==> config.mk <==
export PLATFORM = sky130hd
export DESIGN_NAME = pli_table
export DESIGN_NICKNAME = d
export VERILOG_FILES = /design/src/design/pli_pkg.sv /design/src/design/pli_table.sv
export SDC_FILE = /design/constraint.sdc
export NUM_CORES = 2
export LEC_CHECK = 0
export BUFFER_PORTS_ARGS = -buffer_cell sky130_fd_sc_hd__buf_2
export CAP_MARGIN = 30
export CORE_MARGIN = 3
export CORE_UTILIZATION = 65
export CTS_BUF_LIST = sky130_fd_sc_hd__clkbuf_8
export DETAILED_ROUTE_END_ITERATION = 6
export HOLD_SLACK_MARGIN = 0.15
export MAX_ROUTING_LAYER = met4
export PLACE_DENSITY_LB_ADDON = 0.25
export SYNTH_ARGS = -nofsm -noshare
export SYNTH_HDL_FRONTEND = slang
export SYNTH_SLANG_ARGS = --single-unit
==> constraint.sdc <==
create_clock -name i_clk -period 6.5 [get_ports i_clk]
set_clock_uncertainty 0.1 [all_clocks]
set_input_delay 0.65 -clock i_clk [delete_from_list [all_inputs] [get_ports i_clk]]
set_output_delay 0.65 -clock i_clk [all_outputs]
set_load 0.005 [all_outputs]
==> src/design/pli_pkg.sv <==
// Shared types and constants for the piecewise linear interpolator.
// Used by pli_table, pli_div and piecewise_linear_interpolator_top.
package pli_pkg;

    localparam int MAX_POINTS = 64;
    localparam int IDX_W      = $clog2(MAX_POINTS);
    localparam int CNT_W      = $clog2(MAX_POINTS + 1);
    localparam int DATA_W     = 32;
    localparam int POINT_W    = 7;
    localparam int DIV_STEPS  = DATA_W;
    localparam int DIV_CNT_W  = $clog2(DIV_STEPS);

    localparam logic [1:0] ACT_CLEAR  = 2'd0;
    localparam logic [1:0] ACT_APPEND = 2'd1;
    localparam logic [1:0] ACT_QUERY  = 2'd2;

    localparam logic [1:0] STAT_OK    = 2'd0;
    localparam logic [1:0] STAT_FULL  = 2'd1;
    localparam logic [1:0] STAT_ORDER = 2'd2;
    localparam logic [1:0] STAT_EMPTY = 2'd3;

    typedef struct packed {
        logic [1:0]               action;
        logic signed [DATA_W-1:0] x_value;
        logic signed [DATA_W-1:0] y_value;
    } t_request;

    typedef struct packed {
        logic signed [DATA_W-1:0] height;
        logic [1:0]               status;
        logic [POINT_W-1:0]       point_count;
    } t_result;

    typedef struct packed {
        logic                     en;
        logic [IDX_W-1:0]         addr;
        logic signed [DATA_W-1:0] x;
        logic signed [DATA_W-1:0] y;
    } t_tbl_wr;

    typedef enum logic [3:0] {
        S_IDLE,
        S_APP_CHK,
        S_Q_FIRST,
        S_Q_LAST,
        S_SRCH_RD,
        S_SRCH_CMP,
        S_SEG_A,
        S_SEG_B,
        S_MUL,
        S_DIV_GO,
        S_DIV_WAIT,
        S_RESP
    } t_state;

endpackage

==> src/design/pli_table.sv <==
// Breakpoint table: x and y memories with one write and one registered read port.
// Depends on pli_pkg.
module pli_table (
    input  logic                             i_clk,
    input  pli_pkg::t_tbl_wr                 i_wr,
    input  logic [pli_pkg::IDX_W-1:0]        i_rd_addr,
    output logic signed [pli_pkg::DATA_W-1:0] o_rd_x,
    output logic signed [pli_pkg::DATA_W-1:0] o_rd_y
);
    import pli_pkg::*;

    logic signed [DATA_W-1:0] mem_x [MAX_POINTS];
    logic signed [DATA_W-1:0] mem_y [MAX_POINTS];

    always_ff @(posedge i_clk) begin
        if (i_wr.en) begin
            mem_x[i_wr.addr] <= i_wr.x;
            mem_y[i_wr.addr] <= i_wr.y;
        end
        o_rd_x <= mem_x[i_rd_addr];
        o_rd_y <= mem_y[i_rd_addr];
    end

endmodule

# Yosys cells after proc, flatten, opt, wreduce, memory -nomap -nowiden
# Memory sizes are Yosys's and may differ from the RTL's. A register that Yosys moved wholly into a read port is not among the register bits.
# Cells that the tools add are included.
dict set report classes {
  add_sub_neg 0
  multipliers 0
  n_div 0
  n_lt_le_gt_ge 0
  n_eq_ne 0
  shifts 0
  n_mux 2
  n_bitwise 0
  n_reduce_logical 0
}
# operator count
set op_table {}
lappend op_table {{1-bit 2-to-1 mux} 2}
dict set report totals {
  ff_bits 0
  latch_bits 0
  ram_bits 4096
  rom_bits 0
  in_bits 78
  output_inout_bits 64
  elab_cells 4
  mem_count 2
}
# name depth word_bits rd rd_ports_with_merged_regs write_ports line
set mem_list {}
lappend mem_list {mem_x 64 32 1 1 1 pli_table.sv:12} ;# logic signed [DATA_W-1:0] mem_x [MAX_POINTS];
lappend mem_list {mem_y 64 32 1 1 1 pli_table.sv:13} ;# logic signed [DATA_W-1:0] mem_y [MAX_POINTS];

# Depth between registers and ports, before layout
dict set report depth {
  depth_word 2
  depth_mapped 9
  ltp_nobuf 4
}

# Worst setup path after synthesis
# Ideal clock, no wire load.
dict set report synth_timing {
  path_kind {in2reg}
  start {input i_wr[68] (netlist bit)}
  end {memory mem_x[16][0] (enable)}
  setup_ps 486
  arrival_ps 4160
  t_required_ps 5914
  setup_slack_ps 1754
  cell_stages 4
  n_path_buf 2
  cell_sequence {clkbuf_1 or3b_2 clkbuf_1 nor2_1}
}
# element line
set synth_rtl {}
lappend synth_rtl {{from (decl)} pli_table.sv:5} ;# input pli_pkg::t_tbl_wr i_wr,
lappend synth_rtl {{to (decl)} pli_table.sv:12}
# Straight into the memory's write port.

==> results.py <==
metrics = {
    "setup_path": {
        "cp_data_arrival_time_ns": 3.80,
        "worstReg2RegStart": "mem_x[23][0]",
        "cp-end-kind": "flop",
        "criticalPathCategory": "input pin to flop",
        "crit_start": "i_rd_addr[2]",
        "critPathRequiredTime_ns": 7.37,
        "path_max_fanout": 105,
        "crit_path_start_kind": "input pin",
    },
    "synth": {
        "synth_most_common_cell": "edfxtp_1",
        "synth_edf_count": 4096,
        "synth_area_sq_um": 156000,
        "synthCells": 6505,
        "synth.area.top_cells": "edfxtp_1, mux4_2, a22oi_1",
        "synth_top_area_cell": "edfxtp_1",
        "synth_seq_cells": 4160,
        "syn_nets": 6583,
        "yosysTopAreaCellShare_pct": 78.9,
        "synth_cell_types": 30,
        "synthFlopType": "edfxtp_1",
        "synth-seq-area-share_pct": 79.7,
        "yosys_warnings": 0,
        "synth_area_per_cell_sq_um": 24.0,
        "async_reset_ff_share_pct": 0,
        "synth_top_cells_by_count": "edfxtp_1, mux4_2, a22oi_1",
    },
    "routing": {
        "drc_errors": 0,
        "drt-total-wl_microns": 417000,
        "wire_per_inst_microns": 38.3,
        "detail_route.iter0.violations": 13000,
        "vias_per_cell": 7.19,
        "vias": 78300,
        "firstDrtPassIters": 6,
        "antenna_left": 0,
    },
    "floorplanning": {
        "die_w_microns": 496,
        "fp.dieH_microns": 496,
        "rows": 179,
        "design.portCount": 142,
        "die-area_sq_um": 246000,
        "core_sq_um": 238000,
        "start_util_pct": 65.5,
    },
    "cts": {
        "cts_made_buffers": 640,
        "post-cts-setup-buffers": 0,
        "cts_tree": "yes",
        "cts_buffer_depth": 4,
        "htree_levels": 6,
        "path_clk_slew_ns": 0.06,
        "cts_resized": 0,
        "cts_sinks": 4160,
        "worstSkewPairLatency_ns": 1.09,
        "clockRootBuffer": "clkbuf_8",
    },
    "timing": {
        "slew_violations": 0,
        "timing.slew.headroom_pct": 26.0,
        "finalSetupViolCount": 0,
        "min_period_ns": 2.92,
        "final.setup.tns_ns": 0,
        "whs_ns": 0.222,
        "worstMarginPinSlew_ns": 1.11,
        "clock.fmax_ghz": 0.342,
        "hold_violations": 0,
        "period_share_pct": 45.0,
        "rsz0062_at_grt": "no",
    },
    "placement": {
        "place_inst": 9618,
        "gp_congestion": 0.813,
        "dp_hpwl_microns": 212000,
        "portBuffers": 141,
    },
    "run_status": {
        "status": "complete, no violations",
    },
    "finish": {
        "area_growth_pct": 12.2,
        "stdcell_count": 10900,
        "nets": 7281,
        "drive_gt1_share_pct": 29.3,
        "n_fill_cell": 12400,
    },
    "grt": {
        "antenna_found_initial": 20,
        "gr-total-overflow": 0,
        "grt_usage_pct": 35.7,
        "grt_pass1_wl_microns": 588000,
        "grt_pass1_vias": 78100,
        "grt_max_degree": 119,
    },
    "power_and_ir_drop": {
        "ir_worst_vdd_v": 0.000229,
        "powerDensity_nw_per_um2": 300,
        "p_leak_uw": 0.0555,
    },
    "worst_hold_path": {
        "min_from": "i_wr[64]",
        "hold_class": "input pin to flop",
    },
    "job": {
        "max_cap_viol_count": 0,
    },
}
-- worst paths after layout --
check | endpoint | cells after the start | slack [ns]
max | o_rd_x[29] | 7 | 3.58
min reg2reg | o_rd_y[1] | 4 | 0.73
max reg2reg | o_rd_x[0] | 4 | 4.54
min | mem_x[55][28] | 3 | 0.22
-- power by group --
part	switching, uW	internal (uW)
sequential	130	29700
clock	9840	10300
combinational	1590	985
-- cells in the final DEF (no fill, tap or decap), drive strengths merged, types with 63 or more instances in the layout --
cell type	Yosys	routed
o221ai	64	64
clkinv	0	170
a211oi	63	63
mux4	1024	1024
o211a	64	64
a22oi	256	256
mux2i	90	90
dlygate4sd3	0	64
nor2	110	110
edfxtp	4096	4096
o22ai	102	102
clkbuf	141	686
nand3	133	133
inv	1	251
buf	236	369
dfxtp	64	64
-- cell families after synthesis --
family	after synthesis	synth area share (%)
and+or+nand+nor	278	0.831
muxes	1114	15.4
AOI/OAI and AO/OA	575	2.80
buffers and inverters	378	1.24
DFF	4160	79.7
-- per-layer routing --
metal  share of wire [%]  global-route usage, %  vias to the layer above
met5                   0                      -                        -
met4                 4.0                   13.6                        0
met3                  15                   9.60                     1009
met2                  47                   51.9                     6770
met1                  34                   49.8                    40700
li1                    -                      -                    29800
-- worst max-delay path: stages --
cell and delay (ns):
buf_8 0.51, buf_12 0.65, buf_4 0.70, mux4_2 0.40
o22ai_1 0.18, a211oi_1 0.11, o211a_1 0.29
-- stage by stage --
| step | utilization [%] | cell area [sq um] | total power [uW] | worst slack [ns] |
|---|---|---|---|---|
| 2_1_floorplan | - | 156000 | 31700 | 1.75 |
| 3_5_place_dp | 67.8 | 161000 | 32900 | 2.52 |
| 6_report | 73.4 | 175000 | 52500 | 3.58 |
| 3_3_place_gp | 67.7 | 161000 | 32800 | 2.55 |
| 5_1_grt | 73.4 | 175000 | 54000 | 3.51 |
| 4_1_cts | 72.9 | 174000 | 52600 | 3.68 |
-- what timing repair did --
item / CTS / global route
hold endpoints to repair: 1692 / 1145
endpoints found under the setup margin: 0 / 0
hold buffers: 44 / 20
-- sequential cells by signal (all words and copies together) (netlist names) --
| signal | count |
|---|---|
| o_rd_x | 32 |
| mem_x | 2048 |
| mem_y | 2048 |
| o_rd_y | 32 |
-- final cells by class --
type / instances / area, sq um / share of cell area, %
diodes: 25 / 62.6 / 0.0358
clock buffers: 686 / 9440 / 5.40
clock inverters: 453 / 2280 / 1.30
inverters: 1 / 3.75 / 0.00215
multi-input cells: 1967 / 30200 / 17.3
flip-flops and latches: 4160 / 124000 / 71.1
well taps: 3167 / 3960 / 2.27
repair buffers: 433 / 4630 / 2.65
Power figures use the tool's default switching activity.
