===== config.mk =====
export PLATFORM = sky130hd
export DESIGN_NAME = pli_div
export DESIGN_NICKNAME = d
export VERILOG_FILES = /design/src/design/pli_pkg.sv /design/src/design/pli_div.sv
export SDC_FILE = /design/constraint.sdc
export NUM_CORES = 1
export LEC_CHECK = 0
export BUFFER_PORTS_ARGS = -buffer_cell sky130_fd_sc_hd__clkbuf_2
export CAP_MARGIN = 25
export CORE_UTILIZATION = 50
export DETAILED_ROUTE_END_ITERATION = 10
export PLACE_DENSITY = 0.77
export SKIP_LAST_GASP = 1
export SLEW_MARGIN = 0
export SYNTH_ARGS = -nofsm -noshare
export SYNTH_HDL_FRONTEND = slang
export SYNTH_SLANG_ARGS = --single-unit

===== constraint.sdc =====
create_clock -name i_clk -period 3 [get_ports i_clk]
set_clock_uncertainty 0.05 [all_clocks]
set_input_delay 0.15 -clock i_clk [delete_from_list [all_inputs] [get_ports i_clk]]
set_output_delay 0.15 -clock i_clk [all_outputs]
set_load 0.05 [all_outputs]

===== src/design/pli_pkg.sv =====
// Shared types and constants for the piecewise linear interpolator.
// Used by pli_table, pli_div and piecewise_linear_interpolator_top.
package pli_pkg;

    localparam int MAX_POINTS = 64;
    localparam int IDX_W      = $clog2(MAX_POINTS);
    localparam int CNT_W      = $clog2(MAX_POINTS + 1);
    localparam int DATA_W     = 32;
    localparam int POINT_W    = 7;
    localparam int DIV_STEPS  = DATA_W;
    localparam int DIV_CNT_W  = $clog2(DIV_STEPS);

    localparam logic [1:0] ACT_CLEAR  = 2'd0;
    localparam logic [1:0] ACT_APPEND = 2'd1;
    localparam logic [1:0] ACT_QUERY  = 2'd2;

    localparam logic [1:0] STAT_OK    = 2'd0;
    localparam logic [1:0] STAT_FULL  = 2'd1;
    localparam logic [1:0] STAT_ORDER = 2'd2;
    localparam logic [1:0] STAT_EMPTY = 2'd3;

    typedef struct packed {
        logic [1:0]               action;
        logic signed [DATA_W-1:0] x_value;
        logic signed [DATA_W-1:0] y_value;
    } t_request;

    typedef struct packed {
        logic signed [DATA_W-1:0] height;
        logic [1:0]               status;
        logic [POINT_W-1:0]       point_count;
    } t_result;

    typedef struct packed {
        logic                     en;
        logic [IDX_W-1:0]         addr;
        logic signed [DATA_W-1:0] x;
        logic signed [DATA_W-1:0] y;
    } t_tbl_wr;

    typedef enum logic [3:0] {
        S_IDLE,
        S_APP_CHK,
        S_Q_FIRST,
        S_Q_LAST,
        S_SRCH_RD,
        S_SRCH_CMP,
        S_SEG_A,
        S_SEG_B,
        S_MUL,
        S_DIV_GO,
        S_DIV_WAIT,
        S_RESP
    } t_state;

endpackage


===== src/design/pli_div.sv =====
// Restoring divider, one quotient bit per cycle; quotient must fit in DATA_W bits.
// Depends on pli_pkg.
module pli_div (
    input  logic                           i_clk,
    input  logic                           i_rst_n,
    input  logic                           i_start,
    input  logic [2*pli_pkg::DATA_W-1:0]   i_dividend,
    input  logic [pli_pkg::DATA_W-1:0]     i_divisor,
    output logic                           o_done,
    output logic [pli_pkg::DATA_W-1:0]     o_quotient
);
    import pli_pkg::*;

    logic                 r_run, n_run;
    logic                 r_done, n_done;
    logic [DIV_CNT_W-1:0] r_cnt, n_cnt;
    logic [DATA_W-1:0]    r_rem, n_rem;
    logic [DATA_W-1:0]    r_dq, n_dq;
    logic [DATA_W-1:0]    r_div, n_div;
    logic [DATA_W:0]      shifted;
    logic [DATA_W+1:0]    trial;

    always_comb begin
        shifted = {r_rem, r_dq[DATA_W-1]};
        trial   = {1'b0, shifted} - {2'b00, r_div};
        n_run   = r_run;
        n_done  = 1'b0;
        n_cnt   = r_cnt;
        n_rem   = r_rem;
        n_dq    = r_dq;
        n_div   = r_div;
        if (i_start) begin
            // high half is below the divisor, so it seeds the remainder
            n_run = 1'b1;
            n_cnt = '0;
            n_rem = i_dividend[2*DATA_W-1:DATA_W];
            n_dq  = i_dividend[DATA_W-1:0];
            n_div = i_divisor;
        end else if (r_run) begin
            if (trial[DATA_W+1]) begin
                n_rem = shifted[DATA_W-1:0];
                n_dq  = {r_dq[DATA_W-2:0], 1'b0};
            end else begin
                n_rem = trial[DATA_W-1:0];
                n_dq  = {r_dq[DATA_W-2:0], 1'b1};
            end
            n_cnt = r_cnt + 1'b1;
            if (r_cnt == DIV_CNT_W'(DIV_STEPS - 1)) begin
                n_run  = 1'b0;
                n_done = 1'b1;
            end
        end
    end

    always_ff @(posedge i_clk) begin
        if (!i_rst_n) begin
            r_run  <= 1'b0;
            r_done <= 1'b0;
            r_cnt  <= '0;
        end else begin
            r_run  <= n_run;
            r_done <= n_done;
            r_cnt  <= n_cnt;
        end
        r_rem <= n_rem;
        r_dq  <= n_dq;
        r_div <= n_div;
    end

    assign o_done     = r_done;
    assign o_quotient = r_dq;

endmodule


* Word level (Yosys, flattened, before mapping)
Cells that the tools add are included.
** Word-level totals
- Bits of input ports :: 99
- Flip-flop bits (word level) :: 103
- Output and inout bits :: 33
- Word-level logic and storage cells :: 24
** Operators by class
- Equal/unequal tests :: 1
- Reductions and logical operators :: 3
- Bitwise logic cells :: 2
- Mux-type cells :: 10
- Add/subtract/negate cells :: 2
** Operators with widths (count)
- 2-to-1 mux 32 bit :: 5
- subtractor 33 x 32 -> 34 bit :: 1
- adder 5 x 1 -> 5 bit (second input constant) :: 1
- equality test 5 bit (second input constant) :: 1
- 2-to-1 mux 1 bit :: 5
- OR reduction 3 bit :: 1
- NOT 1 bit :: 2
- nonzero test 2 bit :: 1
- OR reduction 2 bit :: 1

* Logic depth before layout (Yosys ltp)
Gate-level depths: netlist of run 1.
- Depth in word-level cells :: 4
- Depth in mapped cells :: 14

* Worst setup path before layout of run 1
No wires, ideal clock.
- Kind :: register to register
- Start point :: register r_dq[31] (netlist: o_quotient[31])
- End point :: register r_rem[28], data pin
- Clock period less this slack :: 3.221 ns
- Path slack :: -0.221 ns
- Path buffers :: 0
- Data arrival time :: 2.910 ns
- Required time :: 2.689 ns
- Cell stages (with the launch flop) :: 12
- Path through :: edfxtp_1 inv_1 ha_1 fa_1 nand2b_1 a21o_1 a211oi_1 o2111ai_1 a21oi_1 o22ai_1 xnor2_1 a221o_1
** Between the ends
- Cells in the longest elaborated chain, start to end :: 4
** Ends and longest elaborated chain
- start, declared :: line pli_div.sv:18 : logic [DATA_W-1:0] r_dq, n_dq;
- start signal, assigned :: line pli_div.sv:66 : r_dq <= n_dq;
- subtractor 33 x 32 -> 34 bit :: line pli_div.sv:25 : trial = {1'b0, shifted} - {2'b00, r_div};
- 2-to-1 mux 32 bit :: line pli_div.sv:40 : if (trial[DATA_W+1]) begin
- 2-to-1 mux 32 bit :: line pli_div.sv:39 : end else if (r_run) begin
- 2-to-1 mux 32 bit :: line pli_div.sv:32 : if (i_start) begin
- net n_rem[28] :: line pli_div.sv:17 : logic [DATA_W-1:0] r_rem, n_rem;
- end signal, assigned :: line pli_div.sv:65 : r_rem <= n_rem;
- end, declared :: line pli_div.sv:17
The timed path passes the listed nets, and every way through them passes these cells. The select of a mux whose other input is x is not followed.
A chain may end at the register's enable or synchronous reset.

* Final worst setup path of run 1
- Start point :: register r_rem[14]
- End point :: register r_rem[12], data pin
** Between the ends
- Cells in the longest elaborated chain, start to end :: 4
** Ends and longest elaborated chain (line)
- subtractor 33 x 32 -> 34 bit :: pli_div.sv:25
- 2-to-1 mux 32 bit :: pli_div.sv:40
- 2-to-1 mux 32 bit :: pli_div.sv:39
- 2-to-1 mux 32 bit :: pli_div.sv:32
- net n_rem[12] :: pli_div.sv:17
The timed path passes the listed nets, and every way through them passes these cells. The select of a mux whose other input is x is not followed.

==> key figures, run 1 <==
Placed design
  • DP Wirelength: 10700 um
  • DP Area: 7040 sq um
  • IO Port Bufs: 131
  • GP Congestion: 0.879

Worst setup path
  • Cell Chain, Critical Path: ha_4, nand2_4, or3_4, a41o_1, a21oi_4, a21oi_4, o21ai_4, buf_12, nor3b_1, a221o_1
  • Crit Path Max Fanout: 17
  • Reg-to-reg endpoint: r_rem[12]
  • Reg2Reg Depth: 10
  • Worst Path Required: 3050 ps
  • CP Launch Point: r_rem[14]
  • Setup CP Type: register to register
  • FF-to-FF Start: r_rem[14]
  • Worst setup EP type: register
  • Critical path arrival: 3000 ps
  • CP Buf/Inv Count: 1
  • Crit path to: r_rem[12]
  • CP Launch Type: register
  • Crit path depth: 10
  • Top cell by count, worst path: a21oi_4
  • Reg2Reg Setup Slack: 50 ps
  • Worst path max stage delay: 440 ps
  • Crit-path slowest cell: edfxtp_1
  • CP delay by family, top: compound AO/OA/AOI/OAI gates

Synthesis
  • Number of enable flip-flop cells after synthesis: 96
  • Mapped Cells: 549
  • Synthesized area: 6070 sq um
  • Synth top area share: 0.475
  • Average size of a mapped cell: 11.1 sq um
  • Ys Warns: 0
  • Largest cells by area after synthesis: edfxtp_1, ha_1, mux2_2, a21oi_1, inv_1
  • Commonest cells post-synth: edfxtp_1, inv_1, a21oi_1, nor2_1, nand2_1
  • Syn Nets: 683
  • Netlist cell types: 51
  • #FFs+latches synth: 103
  • Sequential area share after synthesis: 0.498
  • Most common cell in the netlist: edfxtp_1
  • Synth Flop Type: edfxtp_1
  • Async S/R FF share, synth: 0
  • Post-synth top area cell: edfxtp_1

Detailed routing
  • Wirelength, routed: 14600 um
  • Starting DRT DRC Count: 254
  • Avg WL per Cell: 16.5 um
  • Post-route ant nets: 0
  • Vias: 4809
  • DRT Pass-1 Iters: 7
  • DRC errors left: 2
  • Vias per cell: 5.44

Hold path
  • Hold Crit Class: input port to register
  • Hold Crit Start: i_dividend[41]

GRT
  • First-pass GRT wire length: 23400 um
  • Tot GR Track Use: 0.237
  • Grt ovf: 0
  • Vias in the first global route: 4933
  • Initial antenna violation count: 0
  • Pin count of the biggest net entering global routing: 42

Clock network
  • Clk Latency, worst-skew pair: 360 ps
  • CTS tree: yes
  • Clock transition at path regs: 70 ps
  • TritonCTS buffer count: 9
  • Max clock buf depth: 2
  • H-tree Lvls: 3
  • Root Buffer: clkbuf_16
  • # clock sinks: 103

Timing
  • Relative slew slack: 0.685
  • Slew Limit Fails: 0
  • Final Hold Fails: 0
  • Post-route minimum period: 2950 ps
  • Final hold slack: 25.2 ps
  • Final setup violation count: 0
  • Tcrit/Tclk final: 0.982
  • Worst-margin pin slew: 460 ps
  • RSZ-0062 raised after global routing: yes
  • FMAX: 339 MHz

Floorplan
  • Chip width: 112 um
  • Area of the core: 11600 sq um
  • Starting Density: 0.523
  • Rows: 39
  • Die area: 12600 sq um
  • I/O Pins: 132
  • Die Height: 112 um

Status
  • Failing checks: design-rule violations
  • Status: complete, but fails checks

Power
  • Sw frac: 0.369
  • Sequential power share: 0.340
  • Comb pwr share: 0.466
  • P_int: 0.00373 W
  • VDD IR-drop max: 0.535 mV
  • Clk pwr share: 0.193
  • LEAKAGE: 3.46 nW
  • Power per Cell Area: 747 nW/um^2
  • P_sw: 0.00218 W

Final layout
  • Final design area excluding fillers: 7910 sq um
  • Nets: 870
  • Layout cells sized above 1: 0.336
  • Area delta synth->final: 30.3%
  • Filler cells: 883
  • Multi-input logic area: 2910 sq um
  • Antenna cells: 0
  • FF+latch area: 3020 sq um

Flow run
  • Max Cap Viol: 0
state kept, by name, summed over array words and instances (netlist names):
| signal | cells |
|---|---|
| r_div | 32 |
| r_cnt | 5 |
| r_run | 1 |
| o_quotient | 32 |
| o_done | 1 |
| r_rem | 32 |
metrics by stage:
stage	worst slack (ps)	utilization	std cells	total power, W	setup TNS [ps]
after floorplan	-29.6	-	549	0.00380	-37.6
after global placement	91.7	0.606	824	0.00442	0
after detailed placement	-29.6	0.606	824	0.00448	-29.6
after CTS	7.66	0.659	873	0.00567	0
after global routing	-61.2	0.681	884	0.00623	-387
final	54.0	0.681	884	0.00591	0
placed cells by master, fill, tap and decap left out, types with 11 or more instances in the layout:
| master | synthesis | final |
|---|---|---|
| clkbuf_2 | 0 | 130 |
| a21o_1 | 12 | 12 |
| buf_4 | 3 | 34 |
| a21oi_1 | 42 | 39 |
| nand2_1 | 35 | 33 |
| inv_1 | 52 | 52 |
| edfxtp_1 | 96 | 96 |
| o21ai_0 | 14 | 14 |
| mux2_2 | 32 | 32 |
| xor2_1 | 11 | 11 |
| xnor2_1 | 19 | 19 |
| nand3_1 | 12 | 11 |
| nor2_1 | 42 | 42 |
| ha_1 | 34 | 26 |
| dlygate4sd3_1 | 0 | 33 |
| mux2i_1 | 16 | 16 |
routing by layer:
| layer | global-route usage | part of all wire | vias up |
|---|---|---|---|
| li1 | - | - | 2386 |
| met1 | 0.287 | 0.44 | 2257 |
| met5 | 0 | 0 | - |
| met4 | 0.0827 | 0.020 | 0 |
| met2 | 0.408 | 0.48 | 147 |
| met3 | 0.0632 | 0.058 | 19 |
what timing repair did:
action | CTS | global route
cloned | 0 | 1
endpoints found under the hold margin | 33 | 0
hold buffers | 33 | 0
gates resized for setup | 1 | 29
pin swaps | 0 | 12
endpoints found under the setup margin | 1 | 28
buffers inserted | 0 | 10
kinds of logic after synthesis:
group | share of synthesized area
and+or+nand+nor | 0.102
DFF | 0.498
muxes | 0.0858
buffers and inverters | 0.0519
xor gates and xnor gates | 0.0433
AOI/OAI and AO/OA | 0.146
adders and majority gates | 0.0734
tightest hold or removal path, stage by stage:
cell	delay, ps
clkbuf_2	80
nand2_1	40
o21ai_0	60
power groups by stage:
stage          clock (W)  sequential [W]  combinational (W)
6_report         0.00114         0.00201            0.00276
2_1_floorplan          0         0.00214            0.00165
3_5_place_dp           0         0.00202            0.00246
4_1_cts          0.00117         0.00200            0.00251
3_3_place_gp           0         0.00201            0.00241
5_1_grt          0.00121         0.00203            0.00299
worst min-delay path by stage:
stage	to	slack (ps)	cells after the start
finish	r_rem[9]	30	3
global route	o_quotient[22]	40	2
CTS	r_rem[9]	20	3
detailed placement	r_div[14]	280	1
global placement	r_div[7]	280	1
floorplan	r_div[0]	200	0
area by class of cell:
type | count | area share
Clock inverter | 5 | 0.00522
Timing Repair Buffer | 201 | 0.166
Multi-Input combinational cell | 369 | 0.368
Sequential cell | 103 | 0.382
Clock buffer | 11 | 0.0307
Tap cell | 143 | 0.0226
Inverter | 52 | 0.0247
Note: power is estimated with default switching activity, not from simulation.
==> run 2, diff against run 1 <==
GPL_TIMING_DRIVEN = 0   (was default)
==> key figures, run 2 (synthesis gave the netlist of run 1 again) <==
Timing
  • Worst-margin pin slew: 925 ps
  • RSZ-0062 raised after global routing: yes
  • Final setup violation count: 3
  • Slew Limit Fails: 0
  • TNS Setup: -48.8 ps
  • Final worst slack: -20.5 ps
  • Final Hold Fails: 0
  • Post-route minimum period: 3020 ps
  • Tcrit/Tclk final: 1.01
  • Relative slew slack: 0.383
  • FMAX: 331 MHz

Status
  • Failing checks: design-rule violations, negative setup slack
  • Status: complete, but fails checks

Placed design
  • DP Wirelength: 11100 um
  • GP Congestion: 0.886
  • IO Port Bufs: 131
  • Placed Cells: 823
  • DP Area: 6930 sq um

GRT
  • First-pass GRT wire length: 25400 um
  • Pin count of the biggest net entering global routing: 65
  • Initial antenna violation count: 0
  • Tot GR Track Use: 0.262
  • Vias in the first global route: 5264
  • Grt ovf: 0

Floorplan
  • Rows: 39
  • I/O Pins: 132
  • Area of the core: 11600 sq um
  • Chip width: 112 um
  • Starting Density: 0.523
  • Die area: 12600 sq um
  • Die Height: 112 um

Worst setup path
  • Reg2Reg Depth: 12
  • Reg-to-reg endpoint: r_rem[22]
  • Setup CP Type: register to register
  • Crit Path Max Fanout: 6
  • FF-to-FF Start: r_rem[11]
  • Reg2Reg Setup Slack: -20 ps
  • Critical path arrival: 3050 ps
  • Worst Path Required: 3030 ps
  • CP Launch Type: register
  • Worst setup EP type: register

Clock network
  • Root Buffer: clkbuf_16
  • H-tree Lvls: 3
  • Clock transition at path regs: 80 ps
  • TritonCTS buffer count: 9
  • CTS tree: yes
  • # clock sinks: 103
  • Max clock buf depth: 2
  • Clk Latency, worst-skew pair: 360 ps

Hold path
  • Hold Crit Class: input port to register
  • Hold Crit Start: i_dividend[31]
  • Hold Path Depth: 2
  • Worst Hold Path EP: o_quotient[31]

Detailed routing
  • Starting DRT DRC Count: 309
  • DRT Pass-1 Iters: 8
  • Wirelength, routed: 16100 um
  • DRC errors left: 2
  • Vias: 4989
  • Post-route ant nets: 0
  • Avg WL per Cell: 18.1 um
  • Vias per cell: 5.62

Final layout
  • Antenna cells: 0
  • Fin util: 0.685
  • Commonest non-fill, non-tap cell in the layout: clkbuf_2
  • Non-filler cells, final: 888
  • Final design area excluding fillers: 7960 sq um
  • Nets: 874
  • Area delta synth->final: 31.1%
  • Layout cells sized above 1: 0.338
  • Most frequent cells in the layout: clkbuf_2, edfxtp_1, inv_1

Power
  • LEAKAGE: 3.41 nW
  • P_sw: 0.00227 W
  • Sw frac: 0.379
  • Sequential power share: 0.337
  • Comb pwr share: 0.474
  • P_int: 0.00371 W
  • Clk pwr share: 0.189
  • VDD IR-drop max: 0.486 mV
  • Power per Cell Area: 752 nW/um^2

Flow run
  • Max Cap Viol: 0
==> run 2: layout make-up <==
cell class                 count  area, sq um
inverter                      52          195
clock inverter                 7         51.3
multi-input combinational    370         3030
clock buffer                   9          225
sequential                   103         3020
timing repair buffer         184         1140
buffer                        20          114
tap                          143          179
fill                         868         3650
==> run 2: power groups by stage <==
stage | Sequential [W] | Combinational [W] | Clock [W]
final | 0.00202 | 0.00284 | 0.00113
after detailed placement | 0.00202 | 0.00235 | 0
after global routing | 0.00204 | 0.00307 | 0.00118
after CTS | 0.00201 | 0.00251 | 0.00115
after floorplan | 0.00214 | 0.00165 | 0
after global placement | 0.00201 | 0.00229 | 0
==> run 2: worst max-delay path: stages, from the launching register on <==
cell      delay, ps
edfxtp_1        440
ha_4            340
nand3_4         100
or3_4           380
a41o_1          280
a21oi_4         220
a21oi_4         110
o21ai_2         200
buf_6           160
buf_12          140
buf_6           120
buf_4           130
o311ai_4         90
==> run 2: routing by layer <==
| layer | GRT usage | part of all wire |
|---|---|---|
| met5 | 0 | 0 |
| met4 | 0.0987 | 0.021 |
| met3 | 0.0567 | 0.062 |
| met2 | 0.458 | 0.50 |
| met1 | 0.317 | 0.42 |
==> run 2: how the worst max path moves through the flow <==
stage / from / depth (start not counted) / endpoint
after floorplan: o_quotient[31] / 11 / r_rem[28]
after global placement: i_start / 4 / o_quotient[14]
after detailed placement: i_start / 4 / o_quotient[16]
after CTS: r_rem[4] / 9 / r_rem[30]
after global routing: r_rem[11] / 11 / r_rem[10]
final: r_rem[11] / 12 / r_rem[22]
==> run 2: timing repair <==
item / in CTS / in global routing
cloned: 0 / 1
pin swaps: 5 / 19
gates resized for setup: 13 / 38
buffers inserted: 5 / 15
endpoints found under the hold margin: 33 / 0
hold buffers: 33 / 0
endpoints found under the setup margin: 33 / 50
==> run 2: through the flow <==
stage / worst slack (ps) / total power, W / hold WS (ps)
after floorplan: -29.6 / 0.00380 / 199
after global placement: -662 / 0.00430 / 276
after detailed placement: -299 / 0.00437 / 279
after CTS: 0.583 / 0.00567 / 24.6
after global routing: -91.4 / 0.00629 / 29.6
final: -20.5 / 0.00599 / 34.0
==> run 3, diff against run 2 <==
GPL_ROUTABILITY_DRIVEN = 1   (was default)
RECOVER_POWER = 50   (was default)
==> key figures, run 3 (synthesis gave the netlist of run 1 again) <==
GRT
  • Pin count of the biggest net entering global routing: 65
  • Vias in the first global route: 5264
  • Tot GR Track Use: 0.262
  • Initial antenna violation count: 0
  • Grt ovf: 0
  • First-pass GRT wire length: 25400 um

Timing
  • Final setup violation count: 3
  • Final Hold Fails: 0
  • Slew Limit Fails: 0
  • FMAX: 332 MHz
  • Worst-margin pin slew: 921 ps
  • Post-route minimum period: 3020 ps
  • RSZ-0062 raised after global routing: yes
  • TNS Setup: -35.0 ps
  • Relative slew slack: 0.386
  • Tcrit/Tclk final: 1.01
  • Final worst slack: -15.1 ps

Detailed routing
  • Wirelength, routed: 16200 um
  • DRT Pass-1 Iters: 8
  • Avg WL per Cell: 18.2 um
  • Vias per cell: 5.64
  • Starting DRT DRC Count: 289
  • Vias: 5006
  • DRC errors left: 2
  • Post-route ant nets: 0

Clock network
  • H-tree Lvls: 3
  • Clock transition at path regs: 70 ps
  • TritonCTS buffer count: 9
  • Root Buffer: clkbuf_16
  • Clk Latency, worst-skew pair: 360 ps
  • Max clock buf depth: 2
  • # clock sinks: 103
  • CTS tree: yes

Power
  • Sequential power share: 0.337
  • Clk pwr share: 0.189
  • Total power: 0.00598 W
  • P_int: 0.00370 W
  • Comb pwr share: 0.473
  • Power per Cell Area: 756 nW/um^2
  • P_sw: 0.00228 W
  • VDD IR-drop max: 0.478 mV
  • LEAKAGE: 3.31 nW
  • Sw frac: 0.381

Floorplan
  • Starting Density: 0.523
  • Die Height: 112 um
  • I/O Pins: 132
  • Rows: 39
  • Die area: 12600 sq um
  • Chip width: 112 um
  • Area of the core: 11600 sq um

Final layout
  • Most frequent cells in the layout: clkbuf_2, edfxtp_1, inv_1
  • Multi-input logic area: 3030 sq um
  • Antenna cells: 0
  • Filler cells: 890
  • Area delta synth->final: 30.5%
  • Layout cells sized above 1: 0.294
  • Commonest non-fill, non-tap cell in the layout: clkbuf_2
  • Nets: 874
  • FF+latch area: 3020 sq um

Flow run
  • Max Cap Viol: 0

Worst setup path
  • CP Launch Type: register
  • Crit Path Max Fanout: 6
  • Worst setup EP type: register
  • Worst Path Required: 3040 ps
  • Critical path arrival: 3050 ps
  • Setup CP Type: register to register

Status
  • Status: complete, but fails checks
  • Failing checks: design-rule violations, negative setup slack

Placed design
  • IO Port Bufs: 131
  • DP Wirelength: 11100 um
  • GP Congestion: 0.886

Hold path
  • Hold Crit Class: input port to register
run 3: cell counts in the layout (fill, tap and decap cells not counted):
Identical to the previous run, type by type.
run 3: what timing repair did:
action                                  4_1_cts  5_1_grt
hold buffers                                 33        0
cloned                                        0        1
hold endpoints to repair                     33        0
pin swaps                                     5       19
buffers inserted                              5       15
endpoints found under the setup margin       33       50
resized for setup                            13       38
run 3: worst paths after layout:
kind | startpoint | endpoint | slack (ps) | cells after the start
max | r_rem[11] | r_rem[22] | -20 | 12
max reg2reg | r_rem[11] | r_rem[22] | -20 | 12
min | i_dividend[31] | o_quotient[31] | 30 | 2
min reg2reg | r_cnt[4] | r_cnt[4] | 470 | 2
run 3: routing by layer:
metal  routed length [um]  vias up  track usage
li1                     -     2392            -
met1                 6720     2416        0.317
met2                 8090      172        0.458
met3                 1000       26       0.0567
met4                  335        0       0.0987
met5                    0        -            0
run 3: critical path: stages, from the launching register on:
cell and delay (ps):
edfxtp_1 440, ha_4 340, nand3_4 100, or3_4 380, a41o_1 280, a21oi_4 220, a21oi_4 100, o21ai_2 200
buf_6 160, buf_12 140, buf_6 120, buf_4 130, o311ai_4 90
run 3: power by group through the flow:
stage | combinational, W | clock (W) | sequential [W]
2_1_floorplan | 0.00165 | 0 | 0.00214
3_3_place_gp | 0.00229 | 0 | 0.00201
3_5_place_dp | 0.00235 | 0 | 0.00202
4_1_cts | 0.00251 | 0.00115 | 0.00201
5_1_grt | 0.00306 | 0.00118 | 0.00204
6_report | 0.00283 | 0.00113 | 0.00202
run 3: layout make-up:
class,count,share of cell area
Tap cell,143,0.0226
Timing Repair Buffer,184,0.139
Sequential cell,103,0.382
Inverter,52,0.0246
Multi-Input combinational cell,370,0.383
Clock buffer,9,0.0284
Buffer,20,0.0144
Clock inverter,7,0.00648
run 3: through the flow:
step,setup slack (ps),cells,hold WS [ps],util,area (sq um)
after global routing,-91.4,888,29.6,0.682,7920
after detailed placement,-299,823,279,0.597,6930
after CTS,0.583,876,24.6,0.661,7670
after floorplan,-29.6,549,199,-,6090
final,-15.1,888,33.7,0.682,7920
after global placement,-662,823,276,0.597,6930
